$ cat config.mk
export PLATFORM = sky130hd
export DESIGN_NAME = tde_cell
export DESIGN_NICKNAME = d
export VERILOG_FILES = /design/src/hdl/tde_pkg.sv /design/src/hdl/tde_cell.sv
export SDC_FILE = /design/constraint.sdc
export NUM_CORES = 1
export LEC_CHECK = 0
export BUFFER_PORTS_ARGS = -buffer_cell sky130_fd_sc_hd__clkbuf_2
export CORE_ASPECT_RATIO = 1.75
export CORE_MARGIN = 10
export CORE_UTILIZATION = 45
export CTS_CLUSTER_DIAMETER = 100
export CTS_CLUSTER_SIZE = 12
export DETAILED_ROUTE_END_ITERATION = 6
export PLACE_DENSITY = 0.93
export SLEW_MARGIN = 20
export SYNTH_ARGS = -nofsm -noshare
export SYNTH_HDL_FRONTEND = slang
export SYNTH_SLANG_ARGS = --single-unit
$ cat constraint.sdc
create_clock -name clk -period 3 [get_ports clk]
set_input_delay 0.6 -clock clk [delete_from_list [all_inputs] [get_ports clk]]
set_output_delay 0.6 -clock clk [all_outputs]
set_load 0.01 [all_outputs]
$ cat src/hdl/tde_pkg.sv
package tde_pkg;

	localparam int MAX_LENGTH   = 64;
	localparam int MAX_CHANNELS = 16;

	localparam int IDX_W  = $clog2(MAX_LENGTH);
	localparam int CH_W   = $clog2(MAX_CHANNELS);
	localparam int ROW_W  = 7;
	localparam int CHN_W  = 5;
	localparam int CFG_W  = 7;
	localparam int SMP_W  = 16;
	localparam int COEF_W = 32;
	localparam int PROD_W = SMP_W + COEF_W;
	// products summed over the record plus the shifted response sample
	localparam int ACC_W  = PROD_W + IDX_W + 2;
	// quotient magnitude bits examined before saturation
	localparam int QB     = COEF_W + 1;

	localparam logic CFG_ROW_LENGTH    = 1'b0;
	localparam logic CFG_CHANNEL_COUNT = 1'b1;

	typedef struct packed {
		logic rotate;
		logic shift_in;
	} cell_ctl_t;

endpackage

$ cat src/hdl/tde_cell.sv
module tde_cell (
	input  logic                         clk,
	input  tde_pkg::cell_ctl_t           ctl,
	input  logic                         wr_g,
	input  logic signed [tde_pkg::SMP_W-1:0]  u_prev,
	input  logic signed [tde_pkg::SMP_W-1:0]  u_next,
	input  logic signed [tde_pkg::COEF_W-1:0] g_next,
	input  logic signed [tde_pkg::COEF_W-1:0] g_wr_data,
	output logic signed [tde_pkg::SMP_W-1:0]  u_q,
	output logic signed [tde_pkg::COEF_W-1:0] g_q
);
	import tde_pkg::*;

	// one excitation sample and one coefficient, moving round the ring
	always_ff @(posedge clk) begin
		if (ctl.rotate) begin
			u_q <= u_next;
			g_q <= g_next;
		end else begin
			if (ctl.shift_in) begin
				u_q <= u_prev;
			end
			if (wr_g) begin
				g_q <= g_wr_data;
			end
		end
	end
endmodule

After elaboration in Yosys (flattened, before gate mapping)
Cells that the tools add are included.
{"block": "totals", "register_bits": 48, "in_bits": 100, "out_inout_bits": 48, "word_cells": 8}
{"block": "op_classes", "mux": 4, "reduce_logical": 2}
{"op": "two-way mux 32 bit", "n": 2}
{"op": "two-way mux 16 bit", "n": 2}
{"op": "nonzero test 2 bit", "n": 2}

Depth between registers and ports, before layout
{"block": "logic_depth", "ltp_word": 2, "ltp_mapped": 3, "mapped_depth_nobuf": 1}

Least setup slack after synthesis
Ideal clock, no wire load.
{"block": "synth_path", "kind": "input -> register", "start": "input port ctl[1] (netlist name)", "end": "register g_q[0] (netlist name) (enable)", "setup_time_ns": 0.329, "t_arrival_ns": 1.391, "required_time_ns": 2.671, "slack_ns": 1.280, "stages": 3, "path_buffers": 2, "path_cell_list": "buf_6 > buf_12 > or2_2"}
{"block": "synth_via", "elab_chain_len": 1}
{"element": "from (decl)", "line": "tde_cell.sv:3", "source": "input tde_pkg::cell_ctl_t ctl,"}
{"element": "nonzero test 2 bit (no source line)"}
{"element": "to (signal assigned)", "line": "tde_cell.sv:18", "source": "g_q <= g_next;"}
{"element": "to (signal assigned)", "line": "tde_cell.sv:24", "source": "g_q <= g_wr_data;"}
{"element": "to (decl)", "line": "tde_cell.sv:10", "source": "output logic signed [tde_pkg::COEF_W-1:0] g_q"}
Every way passes these cells.
A chain may end at the register's enable or synchronous reset.

Worst setup path in the final report
{"block": "layout_path", "start": "input port ctl[1] (netlist name)", "end": "register g_q[22] (netlist name) (enable)"}
Same word-level chain as after synthesis.

==> metrics.md <==
| Metric | Value |
|---|---|
| GPL Wtd Cong | 0.722 |
| First-pass GRT wire length | 9.07 mm |
| Worst Tran Pin Value | 0.753 ns |
| Slowest cell on crit path | or2_2 |
| Synthesis warning total | 0 |
| Drt total wl | 6.14 mm |
| IO Port Bufs | 147 |
| CP delay by family, top | simple AND/OR/NAND/NOR gates |
| Drt pass-1 iters | 4 |
| Critical path fanouts, max | 32 |
| Element type at the critical path end | flop |
| Sequential power share | 55.6% |
| Full die area | 8440 um^2 |
| Slew Limit Fails | 0 |
| CTS sink count | 48 |
| Max Cap Violations | 0 |
| Highest achievable clock rate | 583 MHz |
| Setup bufs post-CTS | 0 |
| Register area share after synthesis | 63.1% |
| CTS tree | built |
| Crit start category | input pin |
| LEAKAGE | 1.55 nW |
| Status | finished, final reports clean |
| Clock power frac | 24.2% |
| GRT Overall Usage | 14.5% |
| Vias in the first global route | 1770 |
| Max VDD drop | 0.000407 V |
| Clk slew on worst S/H paths | 0.08 ns |
| Area leader, netlist | edfxtp_1 |
| Initial antenna violation count | 0 |
| Mapped Area | 2290 um^2 |
| Synth top area cells | edfxtp_1 63%, mux2_4 32%, buf_12 4.4% |
| Post-Synthesis Cells | 104 |
| Fin Hold WS | 0.604 ns |
| Wirelength per Cell | 19.9 um |
| CP Depth | 2 |
| Hold-fix buffers at CTS | 0 |
| FP Rows | 34 |
| Final hold violations | 0 |
| Internal power | 0.00115 W |
| WP data arrival | 1.64 ns |
| Pwr Density | 491 nW/um^2 |
| CP Launch Point | ctl[1] |
| Critical Path, Cell by Cell | buf_2 > or2_2 |
| Mean Syn Cell Area | 22.0 um^2 |
| CTS HTree Levels | 2 |
| Nets | 353 |
| CP bufs+invs | 1 |
| Final min period | 1.72 ns |
| Setup violators final | 0 |
| Switching fraction of total power | 23.7% |
| Layout cells sized above 1 | 80.3% |
| WP data required | 2.92 ns |
| DR vias/cell | 4.83 |
| Crit path kind | in2reg |
| GRT overflow | 0 |
| Detailed Place HPWL | 5.35 mm |
| Yosys reg bits | 48 |
| Final worst-path cycle share | 57.2% |
| Core Area | 4930 um^2 |
| Slew HR | 49.8% |
| Routed Antenna Nets | 0 |
| DRC | 0 |
| Inserted Clock Buffers | 5 |
| CP max stage delay | 0.69 ns |
| Reg area | 1440 um^2 |
| Post-CTS Resized | 0 |
| Width of the chip | 73.9 um |
| Iter 0 DRT Violations | 47 |
| Max clock buf depth | 2 |
| Root Driver | clkbuf_8 |
| Die Y | 114 um |
| RSZ-0062 raised after global routing | no |
| Top cell type's share of synthesized area | 63.1% |
| Switching power | 0.000358 W |
| Final design utilization | 62.4% |
| Post-Syn Nets | 204 |
| Area Overhead vs Synth | 34.8% |
| Fill count | 379 |
| TNS Setup | 0 ns |
| Hold crit path type | in2reg |
| Number of library cell types mapped by synthesis | 5 |
| # IOs | 148 |
| Multi-input gate area | 733 um^2 |
| Initial core utilization | 46.3% |
| Worst setup path endpoint | g_q[22] |
| Total number of vias | 1488 |
| Largest net degree at the start of global routing | 39 |
| Antenna cells | 0 |
| Comb pwr share | 20.1% |
power by group through the flow:
stage | Sequential, W | Combinational, W | Clock, W
5_1_grt | 0.000849 | 0.000328 | 0.000405
4_1_cts | 0.000843 | 0.000310 | 0.000375
2_1_floorplan | 0.000898 | 0.000123 | 0
6_report | 0.000841 | 0.000304 | 0.000367
3_3_place_gp | 0.000856 | 0.000301 | 0
3_5_place_dp | 0.000858 | 0.000310 | 0
cells in the final DEF, fill, tap and decap left out:
cell          n
buf_12        1
buf_2         1
clkbuf_1      1
clkbuf_2    146
clkbuf_8      5
clkinv_1      1
clkinvlp_4    1
edfxtp_1     48
mux2_4       48
or2_2         2
state kept, by name, indices dropped and copies added (netlist names):
register	flops
g_q	32
u_q	16
cell families (layout without fill, tap and decap cells):
group / count (synthesis) / after routing / synth area share [%]
buffers and inverters: 6 / 156 / 4.87
flip-flops: 48 / 48 / 63.1
multiplexers: 48 / 48 / 31.5
AND/OR/NAND/NOR: 2 / 2 / 0.547
synth_stat cells:
cell and n:
edfxtp_1 48, buf_12 5, mux2_4 48, or2_2 2
buf_6 1
per-layer routing:
metal / track usage [%] / vias up / wire length (um)
met5: 0 / - / 0
met1: 13.0 / 661 / 1960
met2: 22.9 / 116 / 2990
met4: 8.49 / 0 / 214
met3: 10.2 / 12 / 981
li1: - / 699 / -
per-stage QoR:
step	instances	power (W)	cell area [um^2]	worst slack, ns
detailed placement	300	0.00117	3000	0.979
global route	308	0.00158	3080	1.24
global placement	300	0.00116	3000	1.05
finish	308	0.00151	3080	1.28
CTS	308	0.00153	3080	1.29
floorplan	104	0.00102	2290	1.28
cell type report:
type	instances	share of cell area (%)
Timing Repair Buffer	148	24.5
Clock inverter	2	0.365
Tap cell	54	2.19
Sequential cell	48	46.8
Clock buffer	6	2.35
Multi-Input combinational cell	50	23.8
how the worst min path moves through the flow:
stage | from | end | cells past startpoint
after floorplan | g_next[0] | g_q[0] | 1
after global placement | g_next[24] | g_q[24] | 2
after detailed placement | g_wr_data[13] | g_q[13] | 2
after CTS | g_wr_data[13] | g_q[13] | 2
after global routing | g_wr_data[6] | g_q[6] | 2
final | g_next[24] | g_q[24] | 2
No activity file was read; power rests on OpenSTA's default activity.
