### config.mk
export PLATFORM = sky130hd
export DESIGN_NAME = tde_div
export DESIGN_NICKNAME = d
export VERILOG_FILES = /design/src/hdl/tde_pkg.sv /design/src/hdl/tde_div.sv
export SDC_FILE = /design/constraint.sdc
export NUM_CORES = 1
export LEC_CHECK = 0
export BUFFER_PORTS_ARGS = -buffer_cell sky130_fd_sc_hd__clkbuf_2
export CORE_ASPECT_RATIO = 0.75
export CORE_UTILIZATION = 45
export CTS_BUF_LIST = sky130_fd_sc_hd__clkbuf_4 sky130_fd_sc_hd__clkbuf_8 sky130_fd_sc_hd__clkbuf_16
export CTS_CLUSTER_DIAMETER = 120
export DETAILED_ROUTE_END_ITERATION = 8
export HOLD_SLACK_MARGIN = 0.1
export PLACE_DENSITY = 0.75
export SLEW_MARGIN = 5
export SYNTH_ARGS = -nofsm -noshare
export SYNTH_HDL_FRONTEND = slang
export SYNTH_SLANG_ARGS = --single-unit
### constraint.sdc
create_clock -name clk -period 6.3 [get_ports clk]
set_input_delay 1.26 -clock clk [delete_from_list [all_inputs] [get_ports clk]]
set_output_delay 1.26 -clock clk [all_outputs]
set_load 0.01 [all_outputs]
### src/hdl/tde_pkg.sv
package tde_pkg;

	localparam int MAX_LENGTH   = 64;
	localparam int MAX_CHANNELS = 16;

	localparam int IDX_W  = $clog2(MAX_LENGTH);
	localparam int CH_W   = $clog2(MAX_CHANNELS);
	localparam int ROW_W  = 7;
	localparam int CHN_W  = 5;
	localparam int CFG_W  = 7;
	localparam int SMP_W  = 16;
	localparam int COEF_W = 32;
	localparam int PROD_W = SMP_W + COEF_W;
	// products summed over the record plus the shifted response sample
	localparam int ACC_W  = PROD_W + IDX_W + 2;
	// quotient magnitude bits examined before saturation
	localparam int QB     = COEF_W + 1;

	localparam logic CFG_ROW_LENGTH    = 1'b0;
	localparam logic CFG_CHANNEL_COUNT = 1'b1;

	typedef struct packed {
		logic rotate;
		logic shift_in;
	} cell_ctl_t;

endpackage

### src/hdl/tde_div.sv
module tde_div (
	input  logic                          clk,
	input  logic                          arst_n,
	input  logic                          start,
	input  logic [tde_pkg::ACC_W-1:0]     num_mag,
	input  logic [tde_pkg::SMP_W-1:0]     den_mag,
	output logic                          done,
	output logic                          big,
	output logic [tde_pkg::QB-1:0]        quo
);
	import tde_pkg::*;

	localparam int CNT_W = $clog2(QB);
	localparam logic [CNT_W-1:0] CNT_LAST = CNT_W'(QB - 1);

	logic [ACC_W-1:0] rem_q;
	logic [ACC_W-1:0] dsh_q;
	logic [QB-1:0]    quo_q;
	logic [CNT_W-1:0] cnt_q;
	logic             busy_q;
	logic             done_q;
	logic             big_q;
	logic [ACC_W-1:0] den_ext;

	assign den_ext = ACC_W'(den_mag);

	// restoring division, one quotient bit a cycle from the top
	always_ff @(posedge clk or negedge arst_n) begin
		if (!arst_n) begin
			busy_q <= 1'b0;
			done_q <= 1'b0;
			cnt_q  <= '0;
		end else begin
			done_q <= !start && busy_q && (cnt_q == CNT_LAST);
			if (start) begin
				busy_q <= 1'b1;
				cnt_q  <= '0;
			end else if (busy_q) begin
				cnt_q <= cnt_q + 1'b1;
				if (cnt_q == CNT_LAST) begin
					busy_q <= 1'b0;
				end
			end
		end
	end

	always_ff @(posedge clk) begin
		if (start) begin
			rem_q <= num_mag;
			dsh_q <= den_ext << (QB - 1);
			quo_q <= '0;
			big_q <= (num_mag >= (den_ext << QB));
		end else if (busy_q) begin
			if (rem_q >= dsh_q) begin
				rem_q <= rem_q - dsh_q;
				quo_q <= {quo_q[QB-2:0], 1'b1};
			end else begin
				quo_q <= {quo_q[QB-2:0], 1'b0};
			end
			dsh_q <= dsh_q >> 1;
		end
	end

	assign done = done_q;
	assign big  = big_q;
	assign quo  = quo_q;
endmodule

Yosys cells after proc, flatten, opt, wreduce, memory -nomap -nowiden

Index checks and enable logic that the tools add are counted.

Bits in registers: 146
Bits of input ports: 75
Output and inout port bits: 35
Word-level logic and storage cells: 30

Add/subtract/negate cells: 2
$lt $le $gt $ge: 2
Eq/ne operators: 1
Mux-type cells: 11
Reductions and logical operators: 6

Operators with widths:

| cell                                                           | count |
|---|---|
| 56-bit 2-to-1 mux                                              | 3 |
| 48-bit 2-to-1 mux                                              | 2 |
| 56-bit by 48-bit >= comparator with 1-bit output               | 1 |
| 56-bit by 49-bit >= comparator with 1-bit output               | 1 |
| 56-bit by 48-bit subtractor with 56-bit output                 | 1 |
| 6-bit 2-to-1 mux                                               | 2 |
| 6-bit by 1-bit adder with 6-bit output (second input constant) | 1 |
| 6-bit == test (second input constant)                          | 1 |
| 1-bit 2-to-1 mux                                               | 4 |
| 2-bit nonzero test                                             | 2 |
| 1-bit logical AND                                              | 2 |
| 2-bit AND reduction                                            | 1 |
| 1-bit logical NOT                                              | 1 |

Depth between registers and ports, before layout

Word-level depth: 4
Gate-level depth with buffers: 12
Gate-level depth less buffers: 12

Worst setup path after synthesis

OpenSTA, ideal clock, no wires.

Path type: register to register
Start point: register rem_q[29]
End point: register rem_q[0] (enable)
Library setup time: 0.547 ns
Arrival time: 5.873 ns
Required time: 5.753 ns
Slack: -0.120 ns
Stages on the path, launching flop included: 11
Path buffers: 1
Clock period less this slack: 6.420 ns
Cell sequence: edfxtp_1 -> ha_1 -> clkbuf_1 -> and4_1 -> nand4b_1 -> nor3_1 -> o311a_1 -> o31ai_2 -> nand2_1 -> a211oi_1 -> o21ai_0

Word-level cells in the longest chain between the ends: 3

Ends and longest elaborated chain:

| what                                             | RTL line      | source |
|---|---|---|
| from (decl)                                      | tde_div.sv:16 | `logic [ACC_W-1:0] rem_q;` |
| from (signal assigned)                           | tde_div.sv:49 | `rem_q <= num_mag;` |
| from (signal assigned)                           | tde_div.sv:55 | `rem_q <= rem_q - dsh_q;` |
| 56-bit by 48-bit >= comparator with 1-bit output | tde_div.sv:54 | `if (rem_q >= dsh_q) begin` |
| 2-bit nonzero test (no source line)              | --            |  |
| 2-bit AND reduction (no source line)             | --            |  |

Every way passes these cells.
A chain may end at the register's enable or synchronous reset.

Final worst setup path

Start point: register rem_q[0]
End point: register rem_q[47] (enable)

The elaborated chain is that of the path after synthesis.

==> impl_metrics.tcl <==
set metrics [dict create \
    status "complete, no violations" \
    synth-edff-count 73 \
    yosys-top-cells-area "edfxtp_1, dfxtp_1, ha_1, mux2i_1, nand2_1" \
    ys_types 74 \
    endpoint_kind "flop" \
    vias_per_cell 5.73 \
    max_freq_ghz 0.250 \
    post_drt_wl_per_cell_um 17.0 \
    gp_congestion 0.936 \
    yosysTopAreaCell "edfxtp_1" \
    slew_viol_final 0 \
    crit_type "reg -> reg" \
    hold_class "reg -> reg" \
    hold_viol_final 0 \
    antenna_cells 0 \
    grt_pass1_vias 7920 \
    utilization_pct 53.0 \
    drive_gt1_share_pct 14.5 \
    totalWireLength_mm 24.9 \
    clock_sinks 146 \
    powerDensity_mw_per_mm2 419 \
    netlist_instances 1085 \
    clk_path_buf_depth 2 \
    r2r_cells 13 \
    path_clk_slew_ns 0.07 \
    reg2reg_setup_slack_ns 2.30 \
    min_period_over_period_pct 63.4 \
    grt_pass1_wl_mm 39.9 \
    finalPower_mw 4.56 \
    hold_start "quo[32]" \
    setup_tns_ns 0 \
    drt_first_pass_iters 6 \
    finalClockSkew_ns 0.0123 \
    fill_cells 1923 \
    postCtsSetupBuffers 0 \
    die_w_um 170 \
    critPathTopFamily "compound AO/OA/AOI/OAI gates" \
    hold_path_end "quo[32]" \
    worst_slew_pin_slew_ns 1.18 \
    cts_tree "built" \
    ys_seq_area_share_pct 38.7 \
    async_reset_ff_share_pct 5.48 \
    syn-num-nets 1227 \
    grt_use_total_pct 23.3 \
    clk_latency_ns 0.43 \
    dp_hpwl_mm 18.6 \
    numCtsBuffers 17 \
    num_vias 8353 \
    grt_overflow 0 \
    area_growth_pct 13.8 \
    hold_ws_ns 0.499 \
    cpMostUsedCell "inv_1" \
    reg2reg_from "rem_q[0]" \
    rsz0062_at_grt "false" \
    placed_cells 1427 \
    slew-limit-headroom_pct 20.7 \
    finalSetupViolations 0 \
    crit_arrival_ns 4.14 \
    drt_iter0_drc 735 \
    ant_nets 0 \
    critical_path_required_ns 6.44 \
    antenna_found_initial 0 \
    min_path_cells 2 \
    crit_path_max_incr_delay_ns 0.49 \
    path_buf_inv 3 \
    peakVddDrop_mv 0.194 \
    fin_area_mm2 0.0109 \
    h-tree-depth 4 \
    period_needed_ns 4.00 \
    yosysWarnings 0 \
    critPathMaxFanout 29 \
    p_leak_nw 4.88 \
    cts_resized 0 \
    place_ws_ns 2.42 \
    initial_utilization_pct 46.6 \
    drv_cap 0 \
    core_mm2 0.0205 \
    grt_max_degree 125 \
    die_y_um 128 \
    place_area_mm2 0.0103 \
    finalWorstSetupSlack_ns 2.30 \
    netlist_area_mm2 0.00955 \
    ioPinCount 110 \
    critPathSlowestCell "a211oi_1" \
    nets 1306 \
    startpoint_type "flop" \
    worst_r2r_endpoint "rem_q[47]" \
    ys_seq_elements 146 \
    postCtsHoldBufs 0 \
    io_buffer_count 109 \
    instances_no_fill 1459 \
    crit_chain "inv_1, ha_1, inv_1, fa_1, a211oi_2, o21bai_2, a211oi_4, nor2_1, o31ai_2, nand2_1, a211oi_1, o21ai_4, buf_4" \
    die-area_mm2 0.0218 \
    cts-root-buf "clkbuf_16" \
    ys.flop_type "edfxtp_1" \
    synth_top_area_share_pct 23.0 \
    rows 45 \
    drc 0 \
    syn_avg_cell_area_um2 8.80 \
]
cells by family (layout without fill, tap and decap cells):
| family | Yosys count | count (layout) | share of synthesized area (%) |
|---|---|---|---|
| multiplexers | 71 | 71 | 7.48 |
| flip-flops | 146 | 146 | 38.7 |
| AND/OR/NAND/NOR | 351 | 351 | 16.9 |
| buffers and inverters | 131 | 223 | 5.25 |
| adder cells (fa/ha/maj) | 67 | 67 | 8.86 |
| AO/OA/AOI/OAI | 273 | 273 | 18.7 |
| XOR/XNOR | 46 | 46 | 4.22 |
power breakdown:
group          switching (mW)  leakage [nW]  total [mW]  internal (mW)
sequential             0.0831          1.42        1.31           1.22
combinational            1.40          3.16        2.24          0.839
clock                   0.448         0.296        1.01          0.566
routing by layer:
| layer | GRT usage (%) | vias up | share of wire (%) |
|---|---|---|---|
| met5 | 0 | - | 0 |
| met4 | 5.94 | 0 | 1.1 |
| met3 | 6.64 | 25 | 9.9 |
| met2 | 34.6 | 358 | 42 |
| met1 | 33.1 | 3903 | 47 |
| li1 | - | 4067 | - |
Yosys cell counts (all sizes together) (2+ instances only):
library cell / instances
buf: 15
nand3: 21
nand4: 16
ha: 66
nor4: 19
a31oi: 7
nor2: 105
a21boi: 5
a31o: 2
a21o: 19
nor3: 17
a21oi: 63
o41ai: 2
o31ai: 25
dfrtp: 8
o31a: 2
a211oi: 12
o211ai: 13
nand2: 129
clkbuf: 37
mux2: 3
o221ai: 3
and3: 3
xor2: 22
o21ai: 87
nand2b: 7
o21a: 9
nor2b: 7
mux2i: 68
edfxtp: 73
and2: 7
and4: 5
dfxtp: 65
o221a: 2
o21bai: 12
inv: 78
or4: 3
xnor2: 24
or3: 7
cells in the final DEF, fill, tap and decap left out, types with 9 or more instances in the layout:
cell type and n:
clkbuf_2 108, o31ai_1 23, o21ai_0 79, xnor2_1 24, a21o_1 18, inv_1 78
ha_1 66, nand2_1 129, a211oi_1 9, a21oi_1 59, edfxtp_1 73, o211ai_1 13
nand3_1 21, xor2_1 22, nor3_1 16, clkbuf_16 19, nor4_1 18, dfxtp_1 65
o21bai_1 11, mux2i_1 68, nand4_1 16, nor2_1 105, o21a_1 9
worst min-delay path, stage by stage (launching register included):
cell,delay (ns)
dfxtp_1,0.33
mux2i_1,0.07
nor2_1,0.07
state kept, by name, indices dropped and copies added (netlist names):
signal	flops
quo	33
rem_q	56
dsh_q	48
cnt_q	6
done	1
busy_q	1
big	1
final cells by class:
class / instances / area, um2 / share of cell area [%]
well taps: 282 / 353 / 3.25
repair buffers: 112 / 574 / 5.28
clock buffers: 19 / 475 / 4.37
multi-input cells: 808 / 5370 / 49.4
inverters: 79 / 297 / 2.73
clock inverters: 13 / 109 / 1.00
flip-flops and latches: 146 / 3700 / 34.0
how the worst max path moves through the flow:
stage,startpoint,to,cells after the start
6_report,rem_q[0],rem_q[47],13
5_1_grt,rem_q[0],rem_q[47],13
4_1_cts,rem_q[0],rem_q[47],13
3_5_place_dp,rem_q[0],rem_q[16],13
3_3_place_gp,num_mag[3],big,9
2_1_floorplan,rem_q[29],rem_q[0],10
(Power assumes the default switching activity.)
